**config.mk**
```make
export PLATFORM = sky130hd
export DESIGN_NAME = sorted_priority_queue
export DESIGN_NICKNAME = d
export VERILOG_FILES = /design/src/rtl/core/spq_pkg.sv /design/src/rtl/core/spq_cell.sv /design/src/rtl/core/sorted_priority_queue.sv
export SDC_FILE = /design/constraint.sdc
export NUM_CORES = 1
export LEC_CHECK = 0
export ABC_AREA = 1
export ABC_CLOCK_PERIOD_IN_PS = 7700
export BUFFER_PORTS_ARGS = -buffer_cell sky130_fd_sc_hd__buf_2
export CORE_ASPECT_RATIO = 1.1
export CORE_MARGIN = 3
export CORE_UTILIZATION = 25
export CTS_BUF_LIST = sky130_fd_sc_hd__clkbuf_16
export DETAILED_ROUTE_END_ITERATION = 10
export GPL_ROUTABILITY_DRIVEN = 1
export HOLD_SLACK_MARGIN = 0.1
export PLACE_DENSITY = 0.37
export RECOVER_POWER = 100
export SETUP_SLACK_MARGIN = 0.02
export SYNTH_ARGS = -nofsm -noshare
export SYNTH_HDL_FRONTEND = slang
export SYNTH_SLANG_ARGS = --single-unit
```
**constraint.sdc**
```tcl
create_clock -name clock -period 7.7 [get_ports clock]
set_input_delay 1.54 -clock clock [delete_from_list [all_inputs] [get_ports clock]]
set_output_delay 1.54 -clock clock [all_outputs]
set_load 0.01 [all_outputs]
```
**src/rtl/core/spq_pkg.sv**
```systemverilog
// Shared types and constants for the sorted priority queue.
package spq_pkg;

   localparam int DEPTH_DEFAULT  = 8;
   localparam int PRIORITY_WIDTH = 16;
   localparam int PAYLOAD_WIDTH  = 32;
   localparam int COUNT_WIDTH    = 4;

   typedef enum logic {
      KIND_INSERT = 1'b0,
      KIND_REMOVE = 1'b1
   } kind_type;

   typedef enum logic [1:0] {
      ST_DONE  = 2'd0,
      ST_FULL  = 2'd1,
      ST_EMPTY = 2'd2
   } status_type;

   typedef struct packed {
      kind_type                  kind;
      logic [PRIORITY_WIDTH-1:0] new_priority;
      logic [PAYLOAD_WIDTH-1:0]  new_payload;
   } req_type;

   typedef struct packed {
      status_type                status;
      logic [PRIORITY_WIDTH-1:0] head_priority;
      logic [PAYLOAD_WIDTH-1:0]  head_payload;
      logic [COUNT_WIDTH-1:0]    entry_count;
   } rsp_type;

   typedef struct packed {
      logic [PRIORITY_WIDTH-1:0] priority_val;
      logic [PAYLOAD_WIDTH-1:0]  payload;
   } entry_type;

   typedef struct packed {
      logic                      insert;
      logic                      remove;
      logic [PRIORITY_WIDTH-1:0] new_priority;
      logic [PAYLOAD_WIDTH-1:0]  new_payload;
   } cmd_type;

endpackage

```
**src/rtl/core/spq_cell.sv**
```systemverilog
// One slot of the sorted queue with its insert and shift logic.
module spq_cell (
   input  logic               clock,
   input  spq_pkg::cmd_type   cmd,
   input  logic               live,
   input  spq_pkg::entry_type left_entry,
   input  logic               left_ge,
   input  spq_pkg::entry_type right_entry,
   output spq_pkg::entry_type entry,
   output logic               ge
);
   import spq_pkg::*;

   entry_type entry_ff;
   entry_type entry_in;

   assign ge = live && (entry_ff.priority_val >= cmd.new_priority);

   always_comb begin
      entry_in = entry_ff;
      if (cmd.insert && !ge) begin
         if (left_ge) begin
            entry_in.priority_val = cmd.new_priority;
            entry_in.payload      = cmd.new_payload;
         end else begin
            entry_in = left_entry;
         end
      end else if (cmd.remove) begin
         entry_in = right_entry;
      end
   end

   always_ff @(posedge clock) begin
      entry_ff <= entry_in;
   end

   assign entry = entry_ff;

endmodule

```
**src/rtl/core/sorted_priority_queue.sv**
```systemverilog
// Top level of the sorted priority queue built from a chain of slot cells.
//
//   Channel  Direction  Handshake            Payload
//   req      in         req_valid/req_ready  spq_pkg::req_type
//   rsp      out        rsp_valid/rsp_ready  spq_pkg::rsp_type
//
// All slots compare and shift in parallel on each accepted request.
// The response is registered and appears the cycle after acceptance.
// A new request is taken while the held response is being taken.
// Reset clears the entry count and the response valid flag.
// A stalled response holds req_ready low until rsp_ready returns.
module sorted_priority_queue #(
   parameter int DEPTH = spq_pkg::DEPTH_DEFAULT
) (
   input  logic             clock,
   input  logic             reset,
   input  logic             req_valid,
   output logic             req_ready,
   input  spq_pkg::req_type req_data,
   output logic             rsp_valid,
   input  logic             rsp_ready,
   output spq_pkg::rsp_type rsp_data
);
   import spq_pkg::*;

   localparam int CNT_W = $clog2(DEPTH + 1);

   logic [CNT_W-1:0] count_ff;
   logic [CNT_W-1:0] count_in;
   logic             rsp_valid_ff;
   logic             rsp_valid_in;
   rsp_type          rsp_data_ff;
   rsp_type          rsp_data_in;

   cmd_type   cmd;
   entry_type entry_w [DEPTH];
   logic      ge_w    [DEPTH];
   logic      live_w  [DEPTH];
   logic      accept;
   logic      is_full;
   logic      is_empty;
   logic [CNT_W+COUNT_WIDTH-1:0] count_ext;

   assign req_ready = !rsp_valid_ff || rsp_ready;
   assign accept    = req_valid && req_ready;
   assign is_full   = (count_ff == CNT_W'(DEPTH));
   assign is_empty  = (count_ff == '0);

   always_comb begin
      cmd.insert       = accept && (req_data.kind == KIND_INSERT) && !is_full;
      cmd.remove       = accept && (req_data.kind == KIND_REMOVE) && !is_empty;
      cmd.new_priority = req_data.new_priority;
      cmd.new_payload  = req_data.new_payload;
   end

   for (genvar i = 0; i < DEPTH; i++) begin : g_cell
      assign live_w[i] = (count_ff > CNT_W'(i));
      if (i == 0) begin : g_head
         spq_cell u_cell (
            .clock       (clock),
            .cmd         (cmd),
            .live        (live_w[i]),
            .left_entry  (entry_w[i]),
            .left_ge     (1'b1),
            .right_entry (entry_w[i+1]),
            .entry       (entry_w[i]),
            .ge          (ge_w[i])
         );
      end else if (i == DEPTH - 1) begin : g_tail
         spq_cell u_cell (
            .clock       (clock),
            .cmd         (cmd),
            .live        (live_w[i]),
            .left_entry  (entry_w[i-1]),
            .left_ge     (ge_w[i-1]),
            .right_entry (entry_w[i]),
            .entry       (entry_w[i]),
            .ge          (ge_w[i])
         );
      end else begin : g_mid
         spq_cell u_cell (
            .clock       (clock),
            .cmd         (cmd),
            .live        (live_w[i]),
            .left_entry  (entry_w[i-1]),
            .left_ge     (ge_w[i-1]),
            .right_entry (entry_w[i+1]),
            .entry       (entry_w[i]),
            .ge          (ge_w[i])
         );
      end
   end

   always_comb begin
      count_in = count_ff;
      if (cmd.insert) begin
         count_in = count_ff + CNT_W'(1);
      end else if (cmd.remove) begin
         count_in = count_ff - CNT_W'(1);
      end
   end

   assign count_ext = {{COUNT_WIDTH{1'b0}}, count_in};

   always_comb begin
      rsp_valid_in = rsp_valid_ff;
      rsp_data_in  = rsp_data_ff;
      if (accept) begin
         rsp_valid_in              = 1'b1;
         rsp_data_in.status        = ST_DONE;
         rsp_data_in.head_priority = '0;
         rsp_data_in.head_payload  = '0;
         rsp_data_in.entry_count   = count_ext[COUNT_WIDTH-1:0];
         if (req_data.kind == KIND_INSERT) begin
            if (is_full) begin
               rsp_data_in.status = ST_FULL;
            end
         end else if (is_empty) begin
            rsp_data_in.status = ST_EMPTY;
         end else begin
            rsp_data_in.head_priority = entry_w[0].priority_val;
            rsp_data_in.head_payload  = entry_w[0].payload;
         end
      end else if (rsp_ready) begin
         rsp_valid_in = 1'b0;
      end
   end

   always_ff @(posedge clock) begin
      if (reset) begin
         count_ff     <= '0;
         rsp_valid_ff <= 1'b0;
      end else begin
         count_ff     <= count_in;
         rsp_valid_ff <= rsp_valid_in;
      end
   end

   always_ff @(posedge clock) begin
      rsp_data_ff <= rsp_data_in;
   end

   assign rsp_valid = rsp_valid_ff;
   assign rsp_data  = rsp_data_ff;

endmodule

```
==> summary.md <==
| Metric | Value |
|---|---|
| Die area | `around 110000 um2` |
| Fin. max-slew vios | `301` |
| Fin crit period | `6.16 ns` |
| Synth Warn # | `0` |
| Final number of hold-violating endpoints | `0` |
| Via density per instance | `4.68` |
| Worst Path Max Fanout | `27` |
| Largest net degree at the start of global routing | `97` |
| Vias in the first global route | `21718` |
| Final Hold Slack | `0.509 ns` |
| # rows | `122` |
| Outcome | `finished, violations left` |
| Htree depth | `2` |
| CP arrival | `6.66 ns` |
| Reg clk slew, reported paths | `0.06 ns` |
| CP cell instances | `clkbuf_1 > inv_1 > ha_1 > a21oi_1 > nand2_1 > nor2_1 > nand2_1 > nand2_1 > nand2_2 > buf_4 > nand2_1 > nand2_1 > inv_1 > clkbuf_1 > nand2_1 > nand2_1` |
| Mean Syn Cell Area | `8.04 um2` |
| PD cells | `280 nW/um2` |
| Clk sinks | `443` |
| Post-layout net count | `between 3000 and 4000` |
| Dpl hpwl | `just over 60000 um` |
| Max Cap Viol | `8` |
| Die Height | `343 um` |
| I/O Pins | `109` |
| Die Wd | `between 300 and 400 um` |
| Switching power | `around 3.0 mW` |
| Syn Inst Count | `3201` |
| Drt initial violations | `~1700` |
| Largest area contributor in the netlist | `edfxtp_1` |
| Comb pwr share | `27.7%` |
| Layout area overhead | `13.1%` |
| Post_cts resized | `0` |
| Core area | `101000 um2` |
| Setup CP Type | `in2reg` |
| Top-count cell post-synth | `nand2_1` |
| RSZ-0062 raised after global routing | `no` |
| Post-synthesis sequential area ratio | `approximately half` |
| Layout cell share with drive strength beyond 1 | `5.98%` |
| Antenna cells | `0` |
| FF+latch count, synth | `443` |
| Crit share post-route | `80.0%` |
| Most used cell, CP | `nand2_1` |
| Grt ovf | `0` |
| Initial antenna violation count | `6` |
| Cell area after synthesis | `~26000 um2` |
| Setup repair bufs after CTS | `0` |
| Mapped Nets | `3386` |
| Worst Path Required | `8.19 ns` |
| Hold-fix buffers at CTS | `0` |
| Rel. slew slack | `-96.3%` |
| F_max | `162 MHz` |
| Crit path launch type | `input port` |
| Leakage power | `13.7 nW` |
| Top cell type's share of synthesized area | `roughly half` |
| Clock power share | `31.1%` |
| Number of port buffers | `about 110` |
| Peak ir drop on the vdd network | `159 uV` |
| Initial core utilization | `25.4%` |
| Failing checks | `capacitance limit, slew limit` |
| Drt wl/cell | `22.6 um` |
| Routed Antenna Nets | `0` |
| Critical Path Sink Type | `flip-flop` |
| First-pass GRT wire length | `151000 um` |
| Share of power burned in registers | `between 40% and 50%` |
| Drc violations | `0` |
| Ys async rst share | `0%` |
| CTS tree | `built` |
| Hold Path Class | `reg2reg` |
| Clock Latency Late Sink | `0.64 ns` |
| Synth top cells by count | `nand2_1 (1675), edfxtp_1 (438), nand3_1 (310)` |
| Post-synth EDFFs | `between 400 and 500` |
| Setup_tns | `0 ns` |
| Synth cell types | `32` |
| Sw Share | `37.3%` |
| Most used flip-flop cell after synthesis | `edfxtp_1` |
| CP peak stage delay | `1.61 ns` |
| Root Buffer | `clkbuf_16` |
| Cts bufs inserted | `56` |
| Vias | `21731` |
| Top cells by area, synth | `edfxtp_1 (51%), nand2_1 (24%), ha_1 (6.4%)` |
| Worst slew pin tran | `2.94 ns` |
| Internal | `5.11 mW` |
| GP Congestion | `0.801` |
| Final WL | `105000 um` |
| First-pass detailed-route iteration total | `5` |
| Clk buf depth | `3` |
| Setup Viol. Count Final | `0` |
| Total GRT Usage | `around a fifth` |
| Clk_skew | `slightly above 0.03 ns` |
| Crit-path slowest cell | `clkbuf_1` |
[metal layers]
metal	vias up	track usage, %	wire length [um]	share of wire [%]
met5	-	0.490	107	0.10
met4	8	4.59	2310	2.2
met3	137	3.05	5460	5.2
met2	577	32.5	49100	47
met1	10500	25.8	47800	46
li1	10509	-	-	-
[layout by cell type, fill, tap and decap left out, types with 50 or more instances in the layout]
cell type and instances:
edfxtp_1 438, clkbuf_16 56, buf_2 50, inv_1 172, a21oi_1 60, nand3_1 310, nand2_1 1664, nor2_1 82
o21ai_0 110, ha_1 132, clkbuf_1 63
[final cells by class]
cell class | count | area (um2)
Multi-Input combinational cell | 2415 | 11100
Tap cell | 1364 | 1710
Inverter | 167 | 627
Sequential cell | 443 | 13300
Clock buffer | 56 | 1400
Timing Repair Buffer | 154 | 792
Clock inverter | 43 | 284
Fill cell | 11125 | 72200
[per-stage QoR]
step / setup slack [ns] / cells / cell area [um2] / power (mW) / util [%]
after detailed placement: 1.89 / 4543 / 27600 / 5.68 / 27.2
final: 1.54 / 4642 / 29100 / 8.15 / 28.7
after global routing: 1.28 / 4642 / 29100 / 8.61 / 28.7
after global placement: 1.98 / 4543 / 27600 / 5.71 / 27.2
after floorplan: 1.12 / 3201 / 25700 / 4.71 / -
after CTS: 2.57 / 4642 / 29300 / 8.28 / 28.9
[final timing paths]
path / from / to / slack (ns) / cells past startpoint
min reg2reg: rsp_valid$_SDFFE_PP0P_ / rsp_valid$_SDFFE_PP0P_ / 0.51 / 2
max: req_data[39] / g_cell[3].g_mid.u_cell.entry[6]$_DFFE_PP_ / 1.54 / 16
max reg2reg: count_ff[3]$_SDFF_PP0_ / g_cell[0].g_head.u_cell.entry[20]$_DFFE_PP_ / 1.67 / 9
min: rsp_valid$_SDFFE_PP0P_ / rsp_valid$_SDFFE_PP0P_ / 0.51 / 2
[state kept, by name, indices dropped and copies added, names as in the netlist]
| register | flops |
|---|---|
| g_cell.g_mid.u_cell.entry | 288 |
| rsp_data | 54 |
| g_cell.g_head.u_cell.entry | 48 |
| g_cell.g_tail.u_cell.entry | 48 |
| count_ff | 4 |
| rsp_valid | 1 |
[kinds of logic after synthesis]
logic type	synth area share (%)
AOI/OAI and AO/OA	4.11
xor gates and xnor gates	0.102
adders and majority gates	6.42
buffers and inverters	5.75
DFF	51.5
and+or+nand+nor	32.1
[power by group through the flow]
stage / sequential (mW) / combinational (mW) / clock, mW
CTS: 3.36 / 2.30 / 2.63
global placement: 3.41 / 2.30 / 0
floorplan: 3.35 / 1.36 / 0
finish: 3.36 / 2.26 / 2.54
detailed placement: 3.40 / 2.28 / 0
global route: 3.40 / 2.51 / 2.71
[worst max-delay path, delay by kind of cell]
kind | cells | cell delay (ns)
buf+inv | 5 | 3.34
simple gates | 9 | 1.14
fa+ha+maj | 1 | 0.39
compound gates | 1 | 0.18
Note: power is estimated with default switching activity, not from simulation.
